File: src/rtl/core/rbi_pkg.sv
// Shared constants and types of the ray versus box intersection block.
package rbi_pkg;

  // Default coordinate format: signed Q16.16 in 32 bits
  localparam int unsigned CoordBitsDef  = 32;
  localparam int unsigned FracBitsDef   = 16;
  // Default depth of the queue between front and back
  localparam int unsigned QueueDepthDef = 4;

  // Per-item classification from the front
  typedef struct packed {
    logic       enclosed; // origin strictly inside the box
    logic [2:0] face_ok;  // face of this axis is to be tested
    logic [2:0] ovf;      // quotient of this axis saturates
  } cls_t;

endpackage

File: src/rtl/core/rbi_queue.sv
// Short FIFO that decouples the front end from the back end.
module rbi_queue #(
  parameter int unsigned WIDTH = 8,
  parameter int unsigned DEPTH = rbi_pkg::QueueDepthDef
) (
  input  logic             clk_i,
  input  logic             rst_ni,
  input  logic             push_valid_i,
  output logic             push_ready_o,
  input  logic [WIDTH-1:0] push_data_i,
  output logic             pop_valid_o,
  input  logic             pop_ready_i,
  output logic [WIDTH-1:0] pop_data_o
);

  localparam int unsigned PtrW = $clog2(DEPTH);
  localparam int unsigned CntW = $clog2(DEPTH + 1);

  logic [WIDTH-1:0] mem_q [DEPTH];
  logic [PtrW-1:0]  wr_q, rd_q;
  logic [CntW-1:0]  cnt_q;
  logic             push, pop;

  assign push_ready_o = cnt_q != CntW'(DEPTH);
  assign pop_valid_o  = cnt_q != '0;
  assign pop_data_o   = mem_q[rd_q];
  assign push         = push_valid_i && push_ready_o;
  assign pop          = pop_valid_o && pop_ready_i;

  // Pointers and fill count
  always_ff @(posedge clk_i or negedge rst_ni) begin
    if (!rst_ni) begin
      wr_q  <= '0;
      rd_q  <= '0;
      cnt_q <= '0;
    end else begin
      if (push) begin
        wr_q <= (wr_q == PtrW'(DEPTH - 1)) ? '0 : wr_q + 1'b1;
      end
      if (pop) begin
        rd_q <= (rd_q == PtrW'(DEPTH - 1)) ? '0 : rd_q + 1'b1;
      end
      if (push && !pop) begin
        cnt_q <= cnt_q + 1'b1;
      end else if (pop && !push) begin
        cnt_q <= cnt_q - 1'b1;
      end
    end
  end

  // Storage
  always_ff @(posedge clk_i) begin
    if (push) begin
      mem_q[wr_q] <= push_data_i;
    end
  end

endmodule

File: config.mk
export PLATFORM = sky130hd
export DESIGN_NAME = rbi_queue
export DESIGN_NICKNAME = d
export VERILOG_FILES = /design/src/rtl/core/rbi_pkg.sv /design/src/rtl/core/rbi_queue.sv
export SDC_FILE = /design/constraint.sdc
export NUM_CORES = 1
export LEC_CHECK = 0
export BUFFER_PORTS_ARGS = -buffer_cell sky130_fd_sc_hd__clkbuf_2
export CAP_MARGIN = 20
export CORE_AREA = 2 2 67 69
export CTS_CLUSTER_DIAMETER = 30
export DETAILED_ROUTE_END_ITERATION = 10
export DIE_AREA = 0 0 69 71
export SLEW_MARGIN = 10
export SYNTH_ARGS = -nofsm -noshare
export SYNTH_HDL_FRONTEND = slang
export SYNTH_SLANG_ARGS = --single-unit
File: constraint.sdc
create_clock -name clk_i -period 3.4 [get_ports clk_i]
set_clock_uncertainty 0.15 [all_clocks]
set_input_delay 0.34 -clock clk_i [delete_from_list [all_inputs] [get_ports clk_i]]
set_output_delay 0.34 -clock clk_i [all_outputs]
set_load 0.01 [all_outputs]
==> run summary, run 1 <==
min-delay src: push_data_i[4]
Lkg Pwr: 0.711 nW
GRT Resource Usage Total: 11.1%
global-route wire length before repair: 3.95 mm
Iteration-0 DRC Markers: 35
cells along the critical path: mux4_2, clkbuf_2
Placement Cell Area: 1760 um2
CP Data Arrival Time: 1.76 ns
CP Capture Type: output pin
Post-Syn Instances: 79
I/O pin total: 22
Fillers: 382
Fmax: 444 MHz
vias per inst: 4.73
Max-Slew Margin vs Limit: 58.1%
GPL Wtd Cong: 0.699
syn_nets: 98
Synth top area share: 60.1%
Vias: 752
drt drc: 0
R2R setup slack: 1.16 ns
Worst Hold Endpoint: mem_q[2][4]
startpoint types: flop
ANT cells: 0
Initial Utilization: 38.0%
R2R Path Start: cnt_q[2]
Buffers on Ports: 21
ratio of cells with drive above 1 in the final layout: 41.1%
Worst Hold Class: in -> reg
Synth area leader: edfxtp_1
DRT Pass-1 Iters: 4
Resize count post-CTS: 0
Syn. warnings: 0
final instance area: 1880 um2
ANT nets after route: 0
hold depth: 1
R2R depth: 8
Die X: 69 um
Avg Cell Area, Syn: 20.2 um2
sequential share of the synthesized area: 71.0%
root buf cell: clkbuf_8
DP Cell Count: 150
Unique masters post-synth: 18
kind of critical path: reg -> out
synth top area cells: edfxtp_1 (60%), mux4_2 (11%), dfrtp_1 (11%)
largest net degree at the start of global routing: 13
cts bufs inserted: 5
Final #Nets: 125
Critical Path Fanout Max: 11
fin crit period: 2.25 ns
count of clock tree sinks: 39
run status: finished clean
die area: 4900 um2
P&R area growth vs syn: 17.4%
FF+latch count, synth: 39
Worst-path clk slew: 0.07 ns
CP max stage delay: 0.75 ns
RR Endpoint: cnt_q[2]
hold_buf cts: 1
vias in the first global route: 862
Final Non-Filler Cells: 159
Chip Height: 71 um
slowest CP cell: dfrtp_1
Row Count: 24
Detailed Route WL: 2.35 mm
WHS: 0.120 ns
wire per inst: 14.8 um
total power: 0.00160 W
total number of H-tree levels: 2
Setup TNS: 0 ns
GR Overflow Total: 0
clk_lat worst skew: 0.28 ns
Peak VDD IR: 0.285 mV
Required @ worst endpoint: 2.91 ns
core area: 4200 um2
postcts setup bufs: 0
max-cap violation count: 0
RSZ-0062 raised after global routing: no
Tcrit/Tclk final: 66.2%
CTS Buffer Depth: 2
Slew Viols, Final: 0
Syn Std Cell Area: 1600 um2
Slew @ Worst Pin: 0.629 ns
Detail Placement HPWL: 1.65 mm
initial antenna violation count: 0
Final Hold Fails: 0
CTS tree: built
Pwr per Cell Area: 854 nW/um2
Final setup viols: 0
[power breakdown]
group,internal [W],switching (W),leakage (nW)
sequential,0.000647,0.000112,0.375
combinational,0.000269,0.000215,0.280
clock,0.000215,0.000148,0.0556
[worst max-delay path, delay by kind of cell (launching register included)]
| family | cells | cell delay [ns] |
|---|---|---|
| buffers and inverters | 1 | 0.14 |
| muxes | 1 | 0.59 |
| DFF | 1 | 0.75 |
[worst max-delay path by stage]
stage | start | end
2_1_floorplan | cnt_q[2] | cnt_q[2]
3_3_place_gp | cnt_q[2] | cnt_q[2]
3_5_place_dp | cnt_q[2] | cnt_q[2]
4_1_cts | rd_q[0] | pop_data_o[5]
5_1_grt | rd_q[0] | pop_data_o[5]
6_report | rd_q[0] | pop_data_o[5]
[logic make-up (layout without fill, tap and decap cells)]
| kind of cell | count (synthesis) | in the layout | synth area share (%) |
|---|---|---|---|
| compound gates | 1 | 1 | 0.704 |
| xor+xnor | 3 | 3 | 1.64 |
| simple gates | 11 | 11 | 4.15 |
| mux | 13 | 13 | 15.3 |
| fa+ha+maj | 7 | 7 | 5.95 |
| buf+inv | 5 | 33 | 1.25 |
| flops | 39 | 39 | 71.0 |
[sequential cells by signal, indices dropped and copies added (netlist names)]
name,flops
cnt_q,3
mem_q,32
wr_q,2
rd_q,2
[cell type report]
class,count,area (um2),area share (%)
clock buffer,5,68.8,3.66
clock inverter,3,38.8,2.07
inverter,3,11.3,0.600
multi-input combinational,35,443,23.6
sequential,39,1140,60.5
tap,52,65.1,3.46
timing repair buffer,22,115,6.13
[layout by cell type, fill, tap and decap left out, types with 2 or more instances in the layout]
cell type,instances
dfrtp_1,7
edfxtp_1,32
clkbuf_2,21
xor2_1,2
mux4_2,8
nor2_1,4
ha_1,6
mux2_2,3
inv_1,3
clkbuf_8,5
mux2_4,2
and2_1,4
[stage by stage]
step / setup slack [ns] / util [%]
floorplan: 1.29 / -
global placement: 1.27 / 41.9
detailed placement: 1.18 / 41.9
CTS: 1.08 / 44.7
global route: 1.01 / 44.7
finish: 1.15 / 44.7
[cells in the mapped netlist, drive strengths merged]
| master | instances |
|---|---|
| clkbuf | 1 |
| edfxtp | 32 |
| nor2 | 4 |
| dfrtp | 7 |
| and2 | 4 |
| buf | 1 |
| xnor2 | 1 |
| mux4 | 8 |
| or3 | 1 |
| fa | 1 |
| nand2 | 2 |
| ha | 6 |
| inv | 3 |
| mux2 | 5 |
| xor2 | 2 |
| a21boi | 1 |
[per-layer routing]
layer  part of all wire [%]  GRT usage [%]  up-vias  routed length, um
met3                    5.1           5.13        5                121
met5                      0              0        -                  0
li1                       -              -      355                  -
met2                     53           18.9       18               1250
met1                     40           11.9      374                931
met4                    1.9           4.58        0                 44
(Power assumes the default switching activity.)
==> inputs of run 2 (changes only) <==
ABC_AREA = 1   (was unset)
CORE_AREA = 2 2 70 72   (was 2 2 67 69)
DIE_AREA = 0 0 72 74   (was 0 0 69 71)
clock period = 1.9 ns   (was 3.4 ns; I/O delays follow)
==> run 2 against run 1 <==
- sequential share of layout area fell by 7.5 points
- critical path type is now reg -> reg
- total power increased by 92%
- first-iteration DRC count is 40% higher
- clock power increased by 49%
- via count up 55%
- global-route usage up 1.9 points
- largest power group is now combinational logic
- combinational power grew to 2.7 times the previous value
- routed wire length grew 32%
- hold slack got worse by 0.11 ns
- synthesized cell count increased by 92%
- critical endpoint is now cnt_q[1]
- critical path depth up 7
- highest routed layer unchanged
==> run summary, run 2 <==
run status: finished clean
max reg flops: 32 (unchanged)
Setup TNS: 0 ns (unchanged)
sw frac: 37.4% (+7.8 points)
Slew @ Worst Pin: 0.335 ns (-0.293 ns)
Synth top cells by count: nand2_1 (37), edfxtp_1 (32), inv_1 (29)
Pint: 0.00193 W (+71%)
max-cap violation count: 0 (unchanged)
Critical Path Fanout Max: 4 (-7)
FF+latch count, synth: 39 (unchanged)
initial antenna violation count: 0 (unchanged)
Clk pwr share: 17.5% (-5.1 points)
GPL Wtd Cong: 0.775 (+11%)
Max-Slew Margin vs Limit: 77.6% (+20 points)
die area: 5330 um2 (+8.8%)
main combinational cell family by area after synthesis: simple AND/OR/NAND/NOR gates
Async SR Flop Fraction: 17.9% (unchanged)
Most flops, register: mem_q
Chip Height: 74 um (+4.2%)
CTS Buffer Depth: 2 (unchanged)
Syn Std Cell Area: 1750 um2 (+9.7%)
Required @ worst endpoint: 1.93 ns (-0.98 ns)
Synth Area in Compound Gates: 7.13% (+6.4 points)
RSZ-0062 raised after global routing: no
largest net degree at the start of global routing: 36 (+23)
ANT cells: 0 (unchanged)
I/O pin total: 22 (unchanged)
Vias: 1162 (+55%)
slowest CP cell: fa_2
synth top area cells: edfxtp_1 (55%), dfrtp_1 (10%), nand2_1 (7.9%)
CTS tree: built
Simple-Gate Fraction of Synth Area: 12.6% (+8.4 points)
fin crit period: 1.83 ns
Iteration-0 DRC Markers: 49 (+40%)
XOR/XNOR Fraction of Synth Area: 0.499% (-1.1 points)
kind of critical path: reg -> reg
Detail Placement HPWL: 2.15 mm (+30%)
vias in the first global route: 1112 (+29%)
Post-Synth Adder-Cell Area: 5.42% (-0.53 points)
Final Hold Fails: 0 (unchanged)
Top Registers: mem_q (32), cnt_q (3)
Setup WS pre-CTS: 0.00589 ns (-1.17 ns)
Fillers: 417 (+9.2%)
Worst-path clk slew: 0.07 ns (about the same)
total power: 0.00308 W (+92%)
Lkg Pwr: 0.944 nW (+33%)
Pwr per Cell Area: 1430 nW/um2 (+68%)
final worst slack: 0.0734 ns (-1.07 ns)
most used cell, CP: inv_2
Final setup viols: 0 (unchanged)
Avg Cell Area, Syn: 11.5 um2 (-43%)
Slew Viols, Final: 0 (unchanged)
Row Count: 25 (+4.2%)
CP Capture Type: flop
CP Data Arrival Time: 1.86 ns (+0.10 ns)
top_reg_cell synth: edfxtp_1
top-count cell post-synth: nand2_1
Syn. warnings: 0 (unchanged)
Placement Cell Area: 1930 um2 (+9.7%)
global-route wire length before repair: 5.02 mm (+27%)
drt drc: 0 (unchanged)
ratio of cells with drive above 1 in the final layout: 25.0% (-16 points)
part of the power in registers: 40.3% (-7.0 points)
Psw: 0.00115 W (+140%)
R2R depth: 9 (+1)
most common cell after layout, fill and taps aside: nand2_1
count of clock tree sinks: 39 (unchanged)
Gate power share: 42.2% (+12 points)
DRT Pass-1 Iters: 4 (unchanged)
CP max stage delay: 0.43 ns (-0.32 ns)
root buf cell: clkbuf_8
syn_nets: 171 (+74%)
Peak VDD IR: 0.649 mV (+130%)
Die X: 72 um (+4.3%)
GR Overflow Total: 0 (unchanged)
core area: 4600 um2 (+9.4%)
mux contribution to synthesized area: 0% (-15 points)
Post-Syn Instances: 152 (+92%)
startpoint types: flop
P&R area growth vs syn: 22.3%
total number of H-tree levels: 2 (unchanged)
Worst Hold Class: in -> reg
Final #Nets: 214 (+71%)
wire per inst: 12.4 um (-16%)
Synth top area share: 54.8% (-5.3 points)
Buffers on Ports: 21 (unchanged)
cts bufs inserted: 5 (unchanged)
hold depth: 3 (+2)
sequential share of the synthesized area: 64.8% (-6.3 points)
clk_lat worst skew: 0.30 ns (+0.02 ns)
Detailed Route WL: 3.11 mm (+32%)
most frequent cells in the layout: nand2_1 (37), edfxtp_1 (32), inv_1 (26), clkbuf_2 (21), o211ai_1 (16)
GRT Resource Usage Total: 13.0% (+1.9 points)
WHS: 0.00687 ns (-0.113 ns)
cells along the critical path: inv_2, nand3_4, nand2_2, inv_1, ha_1, inv_2, fa_2, nand2_1, o21ai_0
Unique masters post-synth: 16 (-2)
vias per inst: 4.65 (-1.7%)
Tcrit/Tclk final: 96.1%
final instance area: 2140 um2 (+14%)
R2R setup slack: 0.07 ns (-1.09 ns)
Initial Utilization: 38.1% (+0.11 points)
Fmax: 547 MHz
ANT nets after route: 0 (unchanged)
Synth area leader: edfxtp_1
Post-synth EDFFs: 32 (unchanged)
==> run 2: logic make-up after synthesis <==
group | count (synthesis)
flops | 39
xor+xnor | 1
compound gates | 17
buf+inv | 35
fa+ha+maj | 7
simple gates | 53
==> run 2: layout make-up <==
class	count	area, um2	share of cell area [%]
Sequential cell	39	1140	53.0
Multi-Input combinational cell	78	464	21.6
Timing Repair Buffer	41	278	13.0
Inverter	30	113	5.25
Clock buffer	6	72.6	3.38
Tap cell	54	67.6	3.15
Clock inverter	2	12.5	0.583
==> run 2: power by group through the flow <==
stage	logic, W	registers [W]	clock network [W]
after detailed placement	0.00123	0.00126	0
after CTS	0.00125	0.00124	0.000549
final	0.00130	0.00124	0.000540
after global routing	0.00147	0.00126	0.000588
after global placement	0.00116	0.00125	0
after floorplan	0.000873	0.00125	0
==> run 2: through the flow <==
stage,utilization [%],instances
floorplan,-,152
global placement,42.0,230
detailed placement,42.0,230
CTS,45.8,247
global route,46.6,250
finish,46.6,250
==> run 2: final timing paths <==
kind,from,end
worst max-delay path,cnt_q[1],cnt_q[1]
max in group asynchronous,rst_ni,cnt_q[0]
min in group asynchronous,rst_ni,rd_q[0]
worst max register to register,cnt_q[1],cnt_q[1]
worst min-delay path,pop_ready_i,rd_q[1]
worst min register to register,wr_q[1],wr_q[1]
==> run 2: critical path, delay by kind of cell, from the launching register on <==
family	cells	cell delay, ns
adder cells (fa/ha/maj)	2	0.64
flip-flops	1	0.40
AND/OR/NAND/NOR	3	0.25
buffers and inverters	3	0.22
AO/OA/AOI/OAI	1	0.07
==> run 2: routing by layer <==
layer  global-route usage, %  part of all wire (%)  vias to the layer above
met1                    13.7                    42                      556
met4                    5.03                   1.6                        0
met3                    4.61                   3.9                        5
met2                    24.0                    52                       18
met5                       0                     0                        -
li1                        -                     -                      583
==> run 2: timing repair <==
item / in CTS / in global routing
hold buffers: 9 / 0
pin swaps: 0 / 1
hold endpoints to repair: 39 / 0
resized for setup: 1 / 6
endpoints found under the setup margin: 1 / 2
buffers inserted: 0 / 3
==> inputs of run 3 (changes only) <==
CORE_AREA = 2 2 62 64   (was 2 2 70 72)
DIE_AREA = 0 0 64 66   (was 0 0 72 74)
PLACE_DENSITY = 0.73   (was unset)
==> run 3 against run 2 <==
- non-clock buffer count rose by 4
- hold slack improved by 0.063 ns
- register-to-register slack got worse by 0.06 ns
- via count rose by 1.5%
- fmax fell by 3.3%
- total power fell by 4.5%
- die area fell by 21%
- global-route usage rose by 2.6 points
- clock power fell by 29%
- first-iteration DRC count rose by 12%
- critical path type unchanged
- critical endpoint is now cnt_q[2]
- highest routed layer unchanged
==> run summary, run 3 (synthesized netlist as in run 2, its figures left out) <==
Critical Path Fanout Max: 3 (-1)
Setup WS pre-CTS: 0.00149 ns (-0.00440 ns)
ratio of cells with drive above 1 in the final layout: 24.5% (-0.50 points)
wire per inst: 12.0 um (-3.3%)
Initial Utilization: 49.4% (+11 points)
core area: 3550 um2 (-23%)
GPL Wtd Cong: 0.722 (-6.8%)
Die X: 64 um (-11%)
Top Registers: mem_q (32), cnt_q (3)
RSZ-0062 raised after global routing: yes
ANT nets after route: 0 (unchanged)
Vias: 1180 (+1.5%)
die area: 4220 um2 (-21%)
DRT Pass-1 Iters: 4 (unchanged)
Iteration-0 DRC Markers: 55 (+12%)
CTS tree: built
Worst-path clk slew: 0.10 ns (+0.03 ns)
Final #Nets: 218 (+1.9%)
Required @ worst endpoint: 1.98 ns (+0.05 ns)
Most flops, register: mem_q
most common cell after layout, fill and taps aside: nand2_1
ANT cells: 0 (unchanged)
Max-Slew Margin vs Limit: 78.4% (+0.74 points)
Fmax: 529 MHz (-3.3%)
R2R setup slack: 0.01 ns (-0.06 ns)
Detail Placement HPWL: 1.97 mm (-8.6%)
Lkg Pwr: 0.948 nW (+0.39%)
Psw: 0.00111 W (-3.8%)
part of the power in registers: 42.3% (+2.0 points)
CP Data Arrival Time: 1.97 ns (+0.11 ns)
max reg flops: 32 (unchanged)
Buffers on Ports: 21 (unchanged)
count of clock tree sinks: 39 (unchanged)
R2R depth: 10 (+1)
Peak VDD IR: 0.586 mV (-9.6%)
Detailed Route WL: 2.98 mm (-4.1%)
Final setup viols: 0 (unchanged)
root buf cell: clkbuf_4
Row Count: 22 (-12%)
cts bufs inserted: 5 (unchanged)
global-route wire length before repair: 4.77 mm (-4.8%)
GR Overflow Total: 0 (unchanged)
initial antenna violation count: 0 (unchanged)
Placement Cell Area: 1930 um2 (unchanged)
CTS Buffer Depth: 2 (unchanged)
startpoint types: flop
kind of critical path: reg -> reg
Chip Height: 66 um (-11%)
R2R Path Start: cnt_q[0]
total number of H-tree levels: 2 (unchanged)
run status: finished clean
most frequent cells in the layout: nand2_1 (37), edfxtp_1 (32), inv_1 (27), clkbuf_2 (21), o211ai_1 (16)
fin crit period: 1.89 ns (+0.0627 ns)
Clk pwr share: 13.2% (-4.3 points)
final instance area: 2130 um2 (-0.47%)
Slew @ Worst Pin: 0.324 ns (-0.0110 ns)
RR Endpoint: cnt_q[2]
largest net degree at the start of global routing: 36 (unchanged)
Setup TNS: 0 ns (unchanged)
vias in the first global route: 1133 (+1.9%)
Tcrit/Tclk final: 99.4% (+3.3 points)
I/O pin total: 22 (unchanged)
Worst Hold Class: in -> async
Pint: 0.00183 W (-5.0%)
GRT Resource Usage Total: 15.6% (+2.6 points)
sw frac: 37.6% (+0.28 points)
CP Capture Type: flop
P&R area growth vs syn: 21.7%
drt drc: 0 (unchanged)
Slew Viols, Final: 0 (unchanged)
final worst slack: 0.0107 ns (-0.0627 ns)
Gate power share: 44.6% (+2.4 points)
clk_lat worst skew: 0.33 ns (+0.03 ns)
max-cap violation count: 0 (unchanged)
Pwr per Cell Area: 1380 nW/um2 (-4.1%)
vias per inst: 4.76 (+2.4%)
Final Hold Fails: 0 (unchanged)
[run 3: cell type report]
type | instances | area, um2
fill | 291 | 1420
inverter | 30 | 113
sequential | 39 | 1140
timing repair buffer | 45 | 313
clock buffer | 7 | 45.0
multi-input combinational | 78 | 462
clock inverter | 1 | 5.00
tap | 48 | 60.1
[run 3: repair_timing]
item / CTS / global route
gates resized for setup: 1 / 5
hold buffers: 11 / 0
pin swaps: 0 / 2
setup buffers: 0 / 4
setup endpoints to repair: 2 / 2
hold endpoints to repair: 43 / 0
[run 3: worst max path at each step]
stage              from        to  slack, ns  depth (start not counted)
2_1_floorplan  cnt_q[1]  cnt_q[2]       0.03                         10
3_3_place_gp   cnt_q[1]  cnt_q[2]       0.11                         10
3_5_place_dp   cnt_q[1]  cnt_q[2]      0.001                         10
4_1_cts        cnt_q[0]  cnt_q[2]       0.02                         10
5_1_grt        cnt_q[0]  cnt_q[2]      -0.11                         10
6_report       cnt_q[0]  cnt_q[2]       0.01                         10
[run 3: critical path, stage by stage, from the launching register on]
cell and delay [ns]:
dfrtp_1 0.43, inv_2 0.10, nand3_1 0.13, nand2_2 0.11, ha_2 0.18, inv_1 0.06, fa_2 0.33, nand2_1 0.10
nand3_1 0.09, nand2_1 0.06, nand2_1 0.05
[run 3: metal layers]
metal	vias to the layer above	part of all wire, %	track usage (%)	routed length, um
met1	554	45	16.5	1330
met4	0	2.6	10.3	76
met5	-	0	0	0
met3	7	3.4	4.09	102
li1	595	-	-	-
met2	24	49	27.5	1470
[run 3: metrics by stage]
step                hold WS, ns  power [W]  util [%]  cells
detailed placement       -0.105    0.00247      54.4    225
global route             0.0930    0.00317      60.1    248
global placement         -0.114    0.00240      54.4    225
finish                   0.0702    0.00294      60.1    248
CTS                      0.0583    0.00288      58.9    244
floorplan                -0.256    0.00212         -    152
[run 3: power by group through the flow]
stage	Combinational (W)	Sequential [W]	Clock, W
2_1_floorplan	0.000873	0.00125	0
3_3_place_gp	0.00116	0.00125	0
3_5_place_dp	0.00122	0.00126	0
4_1_cts	0.00124	0.00124	0.000400
5_1_grt	0.00149	0.00127	0.000423
6_report	0.00131	0.00124	0.000386
