`src/rtl/core/rbi_pkg.sv`:
```
// Shared constants and types of the ray versus box intersection block.
package rbi_pkg;

  // Default coordinate format: signed Q16.16 in 32 bits
  localparam int unsigned CoordBitsDef  = 32;
  localparam int unsigned FracBitsDef   = 16;
  // Default depth of the queue between front and back
  localparam int unsigned QueueDepthDef = 4;

  // Per-item classification from the front
  typedef struct packed {
    logic       enclosed; // origin strictly inside the box
    logic [2:0] face_ok;  // face of this axis is to be tested
    logic [2:0] ovf;      // quotient of this axis saturates
  } cls_t;

endpackage

```
`src/rtl/core/rbi_if.sv`:
```
// Channel interfaces of the ray versus box intersection block.
interface rbi_in_if #(
  parameter int unsigned COORD_BITS = rbi_pkg::CoordBitsDef
);
  logic                         valid;
  logic                         ready;
  logic signed [COORD_BITS-1:0] box_min_x;
  logic signed [COORD_BITS-1:0] box_min_y;
  logic signed [COORD_BITS-1:0] box_min_z;
  logic signed [COORD_BITS-1:0] box_max_x;
  logic signed [COORD_BITS-1:0] box_max_y;
  logic signed [COORD_BITS-1:0] box_max_z;
  logic signed [COORD_BITS-1:0] origin_x;
  logic signed [COORD_BITS-1:0] origin_y;
  logic signed [COORD_BITS-1:0] origin_z;
  logic signed [COORD_BITS-1:0] direction_x;
  logic signed [COORD_BITS-1:0] direction_y;
  logic signed [COORD_BITS-1:0] direction_z;

  modport source (
    output valid, box_min_x, box_min_y, box_min_z, box_max_x, box_max_y, box_max_z,
           origin_x, origin_y, origin_z, direction_x, direction_y, direction_z,
    input  ready
  );
  modport sink (
    input  valid, box_min_x, box_min_y, box_min_z, box_max_x, box_max_y, box_max_z,
           origin_x, origin_y, origin_z, direction_x, direction_y, direction_z,
    output ready
  );
endinterface


```
`src/rtl/core/rbi_front.sv`:
```
// Front end: accepts a beat, classifies the origin and sets up the face divisions.
module rbi_front #(
  parameter int unsigned COORD_BITS = rbi_pkg::CoordBitsDef,
  parameter int unsigned FRAC_BITS  = rbi_pkg::FracBitsDef
) (
  input  logic                       clk_i,
  input  logic                       rst_ni,
  rbi_in_if.sink                     in_i,
  output logic                       item_valid_o,
  input  logic                       item_ready_i,
  output rbi_pkg::cls_t              cls_o,
  output logic [18*COORD_BITS-1:0]   data_o
);

  localparam int unsigned C  = COORD_BITS;
  localparam int unsigned WD = 2 * C + FRAC_BITS;

  typedef struct packed {
    logic [C-1:0] num;
    logic [C-1:0] den;
    logic [C-1:0] org;
    logic [C-1:0] dir;
    logic [C-1:0] lo;
    logic [C-1:0] hi;
  } ax_t;

  logic signed [C-1:0] lo   [3];
  logic signed [C-1:0] hi   [3];
  logic signed [C-1:0] org  [3];
  logic signed [C-1:0] dir  [3];

  ax_t [2:0]      ax_d, ax_q;
  rbi_pkg::cls_t  cls_d, cls_q;
  logic           vld_q;

  assign lo[0]  = in_i.box_min_x;
  assign lo[1]  = in_i.box_min_y;
  assign lo[2]  = in_i.box_min_z;
  assign hi[0]  = in_i.box_max_x;
  assign hi[1]  = in_i.box_max_y;
  assign hi[2]  = in_i.box_max_z;
  assign org[0] = in_i.origin_x;
  assign org[1] = in_i.origin_y;
  assign org[2] = in_i.origin_z;
  assign dir[0] = in_i.direction_x;
  assign dir[1] = in_i.direction_y;
  assign dir[2] = in_i.direction_z;

  // Classify each axis: at most one face of an axis is a candidate
  always_comb begin
    logic              lo_side, hi_side;
    logic signed [C:0] diff_lo, diff_hi;
    logic [WD-1:0]     num_ext, den_ext;
    cls_d.enclosed = 1'b1;
    for (int a = 0; a < 3; a++) begin
      lo_side = (org[a] < lo[a]) && (dir[a] > 0);
      hi_side = (org[a] > hi[a]) && dir[a][C-1];
      diff_lo = (C+1)'(lo[a]) - (C+1)'(org[a]);
      diff_hi = (C+1)'(org[a]) - (C+1)'(hi[a]);
      ax_d[a].num = lo_side ? diff_lo[C-1:0] : diff_hi[C-1:0];
      ax_d[a].den = lo_side ? dir[a] : C'(~dir[a] + 1'b1);
      ax_d[a].org = org[a];
      ax_d[a].dir = dir[a];
      ax_d[a].lo  = lo[a];
      ax_d[a].hi  = hi[a];
      // quotient saturates when num * 2^F >= den * 2^(C-1)
      num_ext = WD'(ax_d[a].num) << FRAC_BITS;
      den_ext = WD'(ax_d[a].den) << (C - 1);
      cls_d.face_ok[a] = lo_side | hi_side;
      cls_d.ovf[a]     = num_ext >= den_ext;
      cls_d.enclosed   = cls_d.enclosed && (org[a] > lo[a]) && (org[a] < hi[a]);
    end
  end

  assign in_i.ready = !vld_q || item_ready_i;

  // Output register
  always_ff @(posedge clk_i or negedge rst_ni) begin
    if (!rst_ni) begin
      vld_q <= 1'b0;
    end else if (in_i.ready) begin
      vld_q <= in_i.valid;
    end
  end

  always_ff @(posedge clk_i) begin
    if (in_i.valid && in_i.ready) begin
      ax_q  <= ax_d;
      cls_q <= cls_d;
    end
  end

  assign item_valid_o = vld_q;
  assign cls_o        = cls_q;
  assign data_o       = ax_q;

endmodule

```
`src/flat_wrapper.sv`:
```
// flat-port wrapper written by rule: the top's interface ports become plain ports
module rbi_front_flat 
#(
  parameter int unsigned COORD_BITS = rbi_pkg::CoordBitsDef,
  parameter int unsigned FRAC_BITS  = rbi_pkg::FracBitsDef
)
  (clk_i, rst_ni, item_valid_o, item_ready_i, cls_o, data_o, in_i_valid, in_i_box_min_x, in_i_box_min_y, in_i_box_min_z, in_i_box_max_x, in_i_box_max_y, in_i_box_max_z, in_i_origin_x, in_i_origin_y, in_i_origin_z, in_i_direction_x, in_i_direction_y, in_i_direction_z, in_i_ready);
  rbi_in_if #(.COORD_BITS(COORD_BITS)) in_i_i ();
  input  logic clk_i;
  input  logic rst_ni;
  output logic item_valid_o;
  input  logic item_ready_i;
  output rbi_pkg::cls_t cls_o;
  output logic [18*COORD_BITS-1:0] data_o;
  input wire logic [$bits(in_i_i.valid)-1:0] in_i_valid;
  input wire logic [$bits(in_i_i.box_min_x)-1:0] in_i_box_min_x;
  input wire logic [$bits(in_i_i.box_min_y)-1:0] in_i_box_min_y;
  input wire logic [$bits(in_i_i.box_min_z)-1:0] in_i_box_min_z;
  input wire logic [$bits(in_i_i.box_max_x)-1:0] in_i_box_max_x;
  input wire logic [$bits(in_i_i.box_max_y)-1:0] in_i_box_max_y;
  input wire logic [$bits(in_i_i.box_max_z)-1:0] in_i_box_max_z;
  input wire logic [$bits(in_i_i.origin_x)-1:0] in_i_origin_x;
  input wire logic [$bits(in_i_i.origin_y)-1:0] in_i_origin_y;
  input wire logic [$bits(in_i_i.origin_z)-1:0] in_i_origin_z;
  input wire logic [$bits(in_i_i.direction_x)-1:0] in_i_direction_x;
  input wire logic [$bits(in_i_i.direction_y)-1:0] in_i_direction_y;
  input wire logic [$bits(in_i_i.direction_z)-1:0] in_i_direction_z;
  output wire logic [$bits(in_i_i.ready)-1:0] in_i_ready;
  assign in_i_i.valid = in_i_valid;
  assign in_i_i.box_min_x = in_i_box_min_x;
  assign in_i_i.box_min_y = in_i_box_min_y;
  assign in_i_i.box_min_z = in_i_box_min_z;
  assign in_i_i.box_max_x = in_i_box_max_x;
  assign in_i_i.box_max_y = in_i_box_max_y;
  assign in_i_i.box_max_z = in_i_box_max_z;
  assign in_i_i.origin_x = in_i_origin_x;
  assign in_i_i.origin_y = in_i_origin_y;
  assign in_i_i.origin_z = in_i_origin_z;
  assign in_i_i.direction_x = in_i_direction_x;
  assign in_i_i.direction_y = in_i_direction_y;
  assign in_i_i.direction_z = in_i_direction_z;
  assign in_i_ready = in_i_i.ready;
  rbi_front #(.COORD_BITS(COORD_BITS), .FRAC_BITS(FRAC_BITS)) u_core (.clk_i(clk_i), .rst_ni(rst_ni), .in_i(in_i_i), .item_valid_o(item_valid_o), .item_ready_i(item_ready_i), .cls_o(cls_o), .data_o(data_o));
endmodule
```
`config.mk`:
```
export PLATFORM = sky130hd
export DESIGN_NAME = rbi_front_flat
export DESIGN_NICKNAME = d
export VERILOG_FILES = /design/src/rtl/core/rbi_pkg.sv /design/src/rtl/core/rbi_if.sv /design/src/rtl/core/rbi_front.sv /design/src/flat_wrapper.sv
export SDC_FILE = /design/constraint.sdc
export NUM_CORES = 1
export LEC_CHECK = 0
export BUFFER_PORTS_ARGS = -buffer_cell sky130_fd_sc_hd__buf_2
export CAP_MARGIN = 0
export CORE_AREA = 3 3 380 382
export CTS_CLUSTER_SIZE = 14
export DETAILED_ROUTE_END_ITERATION = 10
export DIE_AREA = 0 0 383 385
export PLACE_DENSITY = 0.53
export SLEW_MARGIN = 15
export SYNTH_ARGS = -nofsm -noshare
export SYNTH_HDL_FRONTEND = slang
export SYNTH_SLANG_ARGS = --single-unit
```
`constraint.sdc`:
```
create_clock -name clk_i -period 42.9 [get_ports clk_i]
set_input_delay 2.145 -clock clk_i [delete_from_list [all_inputs] [get_ports clk_i]]
set_output_delay 2.145 -clock clk_i [all_outputs]
set_load 0.02 [all_outputs]
```
==> results.toml, run 1 <==
[outcome]
outcome = "completed"

[finish]
finalNetCount = 4556
fillCellCount = 14736
stdcell_count = 5867
drive_above_1_share_pct = 28.7
area_growth_syn_to_layout_pct = 29.3

[timing]
setup_viol = 0
actual_slew_at_the_worst_max_slew_pin_ns = 1.33
rsz0062_at_grt = "false"
timing.final.crit_period_ns = 8.58
maximum_clock_frequency_ghz = 0.116
final-hold-violation-count = 0
skew_ns = 0.0370
setup-tns-final_ns = 0
timing.slew.headroom_pct = 9.88
final.period_utilization_pct = 20.0
final_max_slew_viol_count = 0

[setup_path]
endpoint_required_time_on_the_critical_path_ns = 43.35
path_class = "input port to flip-flop"
critPathCaptureType = "flip-flop"
critPathLaunchType = "input port"
worstPathMaxFanout = 41
critPathArrivalTime_ns = 9.03

[clock_tree]
number_of_cts_inserted_buffers = 71
holdBufCountCts = 0
clock_sink_count = 581
clk-insertion-delay-late_ns = 0.67
cts_tree = "built"
clk_root_buffer_cell = "sky130_fd_sc_hd__clkbuf_16"
cts_post_setup_buffers_inserted = 0
cts.clk_slew.worst_paths_ns = 0.06
clockBufferDepth = 3
htreeDepth = 3
post_cts.resized_instances = 0

[synthesis]
yosysUniqueCellTypes = 90
yosys-top-cells-area = "sky130_fd_sc_hd__edfxtp_1 53%, sky130_fd_sc_hd__ha_1 9.4%, sky130_fd_sc_hd__xnor2_1 3.9%, sky130_fd_sc_hd__inv_1 3.5%, sky130_fd_sc_hd__a21oi_1 3.3%"
yosysTopAreaCell = "sky130_fd_sc_hd__edfxtp_1"
postSynth.topFlopCell = "sky130_fd_sc_hd__edfxtp_1"
post_synth_arst_share_pct = 0.172
ys_ff_latch = 581
mapped_area_um2 = 32700
syn_avg_cell_area_um2 = 11.3
synth.most_common_cell = "sky130_fd_sc_hd__edfxtp_1"
synthesis.nets = 3539
synth_common_cells = "580 x sky130_fd_sc_hd__edfxtp_1, 301 x sky130_fd_sc_hd__inv_1, 246 x sky130_fd_sc_hd__ha_1, 214 x sky130_fd_sc_hd__a21oi_1, 198 x sky130_fd_sc_hd__nor2_1"
synth_enable_flop_cells = 580
yosys.area.top_type_share_pct = 53.3
postSynthCellCount = 2899
synth.yosys.warnings = 0
synth_seq_area_share_pct = 53.4

[drt]
postRouteWirelength_um = 144000
dr.max_layer_used = "met5"
wl_met3_um = 12400
routed-via-count = 27736
drcViolationCount = 0
drt_pre_antenna_iters = 6
drtAntennaViolNets = 0
post_drt_via_cell_ratio = 4.73
wl_met1_um = 59400
dr.first_iter.drc_count = 2262
post_dr_wirelength_cell_um = 24.5
detailroute.wirelength.met2_um = 68700

[global_route]
grt_pass1_vias = 26537
overflow = 0
grt_first_pass_wirelength_um = 198000
antenna_violations_before_repair = 32
grt_max_degree = 75
grt_util_all_layers_pct = 18.6

[pwr]
ir_drop_uv = 32.6
power_leakage_uw = 0.0181
p_total_uw = 1790
power_per_cell_area_nw_per_um2 = 42.3

[die]
fp.coreArea_um2 = 141000
die_h_um = 385
die-width_um = 383
floorplan.initialDensity_pct = 23.1
rows = 138
die_area_um2 = 147000
boundary_pins = 973

[hold_path]
min_path_type = "flip-flop to flip-flop"

[placement]
total_half_perimeter_wirelength_after_legalization_and_detailed_placement_um = 120000
post_placement_cell_count = 5733
place.port_buffers = 972
gp_routability_congestion = 0.933

[job]
max_cap_viol = 0
## power by group
group | internal (µW) | switching (µW) | leakage, µW
logic | 154 | 312 | 0.0114
registers | 683 | 12.9 | 0.00554
clock network | 364 | 261 | 0.00112
total | 1200 | 586 | 0.0181
## cell type report
cell class / count / area [µm²] / area share [%]
diodes: 5 / 12.5 / 0.0296
clock buffers: 85 / 1870 / 4.43
clock inverters: 44 / 523 / 1.24
inverters: 301 / 1130 / 2.67
multi-input cells: 1975 / 14000 / 33.0
flip-flops and latches: 581 / 17400 / 41.3
well taps: 1890 / 2360 / 5.59
repair buffers: 986 / 4970 / 11.8
## state kept, by name (all words and copies together), names as in the netlist
name                 flops
u_core.data_o          573
u_core.item_valid_o      1
u_core.cls_o             7
## critical path: stages
cell and delay (ns):
sky130_fd_sc_hd__buf_2 0.10, sky130_fd_sc_hd__inv_1 0.05, sky130_fd_sc_hd__ha_1 0.16, sky130_fd_sc_hd__inv_1 0.05, sky130_fd_sc_hd__fa_1 0.41, sky130_fd_sc_hd__a211oi_1 0.35, sky130_fd_sc_hd__o211ai_1 0.26, sky130_fd_sc_hd__nand3_1 0.17
sky130_fd_sc_hd__a31oi_1 0.25, sky130_fd_sc_hd__o211ai_1 0.39, sky130_fd_sc_hd__a21bo_2 0.75, sky130_fd_sc_hd__buf_4 0.49, sky130_fd_sc_hd__nand2_1 0.12, sky130_fd_sc_hd__xnor2_1 0.23, sky130_fd_sc_hd__inv_1 0.08, sky130_fd_sc_hd__ha_1 0.32
sky130_fd_sc_hd__nand4_1 0.10, sky130_fd_sc_hd__nor2_1 0.20, sky130_fd_sc_hd__nand3b_1 0.11, sky130_fd_sc_hd__nor4_1 0.39, sky130_fd_sc_hd__o211ai_1 0.16, sky130_fd_sc_hd__or4b_1 0.50, sky130_fd_sc_hd__nand4bb_1 0.19, sky130_fd_sc_hd__a211oi_1 0.47
sky130_fd_sc_hd__o311ai_1 0.17, sky130_fd_sc_hd__a2111oi_2 0.39
## path summary, 6_finish.rpt
path / start / to / slack, ns / depth (start not counted)
max reg2reg: u_core.item_valid_o / u_core.data_o[275] / 38.50 / 5
min in group asynchronous: rst_ni / u_core.item_valid_o / 1.27 / 1
min reg2reg: u_core.item_valid_o / u_core.item_valid_o / 0.54 / 2
min: u_core.item_valid_o / u_core.item_valid_o / 0.54 / 2
max in group asynchronous: rst_ni / u_core.item_valid_o / 41.55 / 1
max: in_i_box_min_x[0] / u_core.cls_o[0] / 34.32 / 26
## per-layer routing
layer | GRT usage (%) | up-vias
met1 | 23.6 | 13556
met2 | 31.3 | 1223
li1 | - | 12785
met4 | 4.87 | 4
met3 | 5.03 | 168
met5 | 0 | -
## cell families after synthesis
kind of cell,Yosys count,synth area share [%]
AND/OR/NAND/NOR,751,11.6
AO/OA/AOI/OAI,691,13.6
flip-flops,581,53.4
buffers and inverters,343,4.02
XOR/XNOR,254,6.80
adder cells (fa/ha/maj),252,9.78
multiplexers,27,0.850
## stage by stage
step | hold slack (ns) | util [%] | instance area (µm²) | setup slack, ns
after floorplan | 0.783 | - | 32700 | 26.36
after global placement | 0.503 | 28.2 | 39900 | 34.15
after detailed placement | 0.523 | 28.2 | 39900 | 33.74
after CTS | 0.537 | 29.9 | 42300 | 34.47
after global routing | 0.600 | 29.9 | 42300 | 33.94
final | 0.542 | 29.9 | 42300 | 34.32
## layout by cell type, fill, tap and decap left out, drive strengths merged, types with 23 or more instances in the layout
cell	netlist	routed
clkbuf	20	85
o21ai	141	141
and3	28	28
xnor2	146	146
a21oi	214	214
nand2	171	171
nand4	49	49
a21o	83	83
nor3	75	75
o21bai	31	31
nand3	44	44
xor2	108	108
o21a	26	26
ha	246	246
inv	301	302
a211oi	40	40
nand2b	36	36
buf	22	986
or3	28	28
edfxtp	580	580
nor2	199	199
clkinv	0	23
Note: power is estimated with default switching activity, not from simulation.
==> run 2: changes to the inputs <==
ABC_AREA = 1   (was unset)
PLACE_DENSITY = 0.55   (was 0.53)
clock period = 8.55 ns   (was 42.9 ns; I/O delays follow)
==> run 2 against run 1 <==
Global-route usage rose by 2.0 points. Worst setup slack got worse by 31 ns. Final cell count rose by 21%. Count of clock-buffer cells in the layout rose by 3. Clock skew fell by 0.023 ns. Via count rose by 19%. Clock power rose to 4.9 times the previous value. Non-clock buffer count rose by 335. Design area rose by 12%. Flip-flop and latch count did not move. Die area did not move. Combinational power rose to 5.5 times the previous value.
==> results.toml, run 2 <==
[timing]
timing.final.crit_period_ns = 5.31
final-hold-violation-count = 0
final.period_utilization_pct = 62.1
actual_slew_at_the_worst_max_slew_pin_ns = 0.947
timing.slew.headroom_pct = 36.1
skew_ns = 0.0139
setup-tns-final_ns = 0
final_max_slew_viol_count = 0
rsz0062_at_grt = "false"
timing.hold.ws_ns = 0.0472
final_critical_path_setup_slack_ns = 3.24
maximum_clock_frequency_ghz = 0.188
setup_viol = 0

[setup_path]
max_stage_delay_ns = 0.55
critPathCaptureType = "flip-flop"
critPathLaunchType = "input port"
critical_path.reg2reg.endpoint = "u_core.data_o[364]"
reg2reg_from = "u_core.item_valid_o"
worstPathMaxFanout = 49
critPathArrivalTime_ns = 5.73
critical-path-top-cell-by-count = "sky130_fd_sc_hd__nand2_1"
rr_worst_depth = 3
endpoint_required_time_on_the_critical_path_ns = 8.97
slowest_stage = "sky130_fd_sc_hd__dlygate4sd3_1"
path_class = "input port to flip-flop"
setup.reg_to_reg.worst_slack_ns = 6.02

[finish]
mostFrequentLayoutCell = "sky130_fd_sc_hd__buf_2"
finalNetCount = 5806
number_of_flip_flops_under_the_largest_register_name = 573
fillCellCount = 14591
post_layout_inst_area_um2 = 47500
area_growth_syn_to_layout_pct = 37.0
final_core_density_pct = 33.6
drive_above_1_share_pct = 22.2
layout_common_cells = "972 x sky130_fd_sc_hd__buf_2, 808 x sky130_fd_sc_hd__nand2_1, 594 x sky130_fd_sc_hd__inv_1"

[die]
die_area_um2 = 147000
fp.coreArea_um2 = 141000
die-width_um = 383
die_h_um = 385
rows = 138
boundary_pins = 973
floorplan.initialDensity_pct = 24.5

[drt]
routed-via-count = 32882
post_drt_via_cell_ratio = 4.62
postRouteWirelength_um = 158000
dr.first_iter.drc_count = 2842
drcViolationCount = 0
drtAntennaViolNets = 0
post_dr_wirelength_cell_um = 22.2
drt_pre_antenna_iters = 7

[placement]
gp_routability_congestion = 0.936
total_half_perimeter_wirelength_after_legalization_and_detailed_placement_um = 130000
place.port_buffers = 972
post-place-ws_ns = 3.17
dpl_cell_area_um2 = 41800

[clock_tree]
clk_root_buffer_cell = "sky130_fd_sc_hd__clkbuf_16"
cts.clk_slew.worst_paths_ns = 0.06
htreeDepth = 3
clk-insertion-delay-late_ns = 0.67
cts_tree = "built"
number_of_cts_inserted_buffers = 74
cts_post_setup_buffers_inserted = 0
clockBufferDepth = 3
clock_sink_count = 581

[global_route]
grt_pass1_vias = 32271
grt_first_pass_wirelength_um = 221000
grt_util_all_layers_pct = 20.6
overflow = 0
antenna_violations_before_repair = 27
grt_max_degree = 153

[synthesis]
synth.most_common_cell = "sky130_fd_sc_hd__nand2_1"
yosysTopAreaCell = "sky130_fd_sc_hd__edfxtp_1"
yosys.area.top_type_share_pct = 50.2
post_synth_arst_share_pct = 0.172
postSynth.topFlopCell = "sky130_fd_sc_hd__edfxtp_1"
synth_seq_area_share_pct = 50.3
synth_common_cells = "808 x sky130_fd_sc_hd__nand2_1, 594 x sky130_fd_sc_hd__inv_1, 580 x sky130_fd_sc_hd__edfxtp_1, 349 x sky130_fd_sc_hd__nor2_1, 303 x sky130_fd_sc_hd__a21oi_1"
postSynthCellCount = 3807
synth_enable_flop_cells = 580
yosys-top-cells-area = "sky130_fd_sc_hd__edfxtp_1 50%, sky130_fd_sc_hd__ha_1 8.9%, sky130_fd_sc_hd__nand2_1 8.7%, sky130_fd_sc_hd__inv_1 6.4%, sky130_fd_sc_hd__a21oi_1 4.4%"
yosysUniqueCellTypes = 58
syn_avg_cell_area_um2 = 9.11
synth.yosys.warnings = 0
synthesis.nets = 4447
mapped_area_um2 = 34700
ys_ff_latch = 581

[pwr]
power_per_cell_area_nw_per_um2 = 192
ir_drop_uv = 183
power_leakage_uw = 0.0218

[hold_path]
hold-path-cell-count = 1
min_path_type = "input port to flip-flop"
hold_path_startpoint = "in_i_origin_z[31]"
endpoint_of_the_worst_hold_path = "u_core.data_o[511]"

[outcome]
outcome = "completed"

[job]
max_cap_viol = 0
==> run 2: changes by cell type after synthesis, moves of 38 or more <==
cell,before,now
sky130_fd_sc_hd__nand2_1,171,808
sky130_fd_sc_hd__inv_1,301,594
sky130_fd_sc_hd__nor2_1,198,349
sky130_fd_sc_hd__nand3_1,44,164
sky130_fd_sc_hd__xnor2_1,146,48
sky130_fd_sc_hd__a21oi_1,214,303
sky130_fd_sc_hd__o21ai_0,137,208
sky130_fd_sc_hd__a21o_1,83,16
sky130_fd_sc_hd__a211oi_1,39,1
sky130_fd_sc_hd__xor2_1,108,146
==> run 2: area by class of cell <==
class	instances	area, µm²	share of cell area (%)
Clock buffer	88	1930	4.05
Sequential cell	581	17400	36.7
Inverter	601	2260	4.75
Clock inverter	45	397	0.835
Timing Repair Buffer	1321	8360	17.6
Antenna cell	10	25.0	0.0527
Tap cell	1890	2360	4.98
Multi-Input combinational cell	2587	14800	31.0
==> run 2: metrics by stage <==
stage          power (µW)  std cells
6_report             9150       7123
5_1_grt              9590       7115
4_1_cts              9230       7113
3_5_place_dp         5970       6644
3_3_place_gp         5970       6644
2_1_floorplan        5040       3807
==> run 2: metal layers <==
layer,up-vias,part of all wire (%),GRT usage (%)
met2,1382,46,33.8
li1,15620,-,-
met3,236,8.7,5.80
met1,15634,41,25.5
met5,-,0.032,0
met4,10,3.8,8.11
==> run 2: logic make-up after synthesis <==
group | synth area share, %
buf+inv | 7.24
fa+ha+maj | 9.22
simple gates | 18.0
compound gates | 10.3
xor+xnor | 4.99
flops | 50.3
mux | 0.0289
==> run 2: worst max-delay path by stage <==
stage	endpoint	from	slack [ns]
after CTS	u_core.cls_o[2]	in_i_origin_z[23]	3.33
after floorplan	u_core.cls_o[0]	u_core.item_valid_o	-2.12
after global placement	u_core.cls_o[2]	in_i_origin_z[26]	3.20
after global routing	u_core.cls_o[2]	in_i_box_min_z[0]	2.87
after detailed placement	u_core.cls_o[2]	in_i_origin_z[26]	3.17
final	u_core.cls_o[2]	in_i_box_min_z[0]	3.24
==> run 2: critical path, delay by kind of cell <==
family | cells | cell delay, ns
compound gates | 5 | 0.98
simple gates | 19 | 1.95
buf+inv | 6 | 1.48
fa+ha+maj | 3 | 0.86
==> run 2: report_power, final <==
part | internal [µW] | switching [µW] | leakage, µW
sequential | 3420 | 67.0 | 0.00554
combinational | 826 | 1750 | 0.0152
clock | 1770 | 1310 | 0.00113
==> run 2: repair_timing <==
action | 4_1_cts | 5_1_grt
gates resized for setup | 0 | 0
hold buffers | 336 | 0
endpoints found under the hold margin | 334 | 0
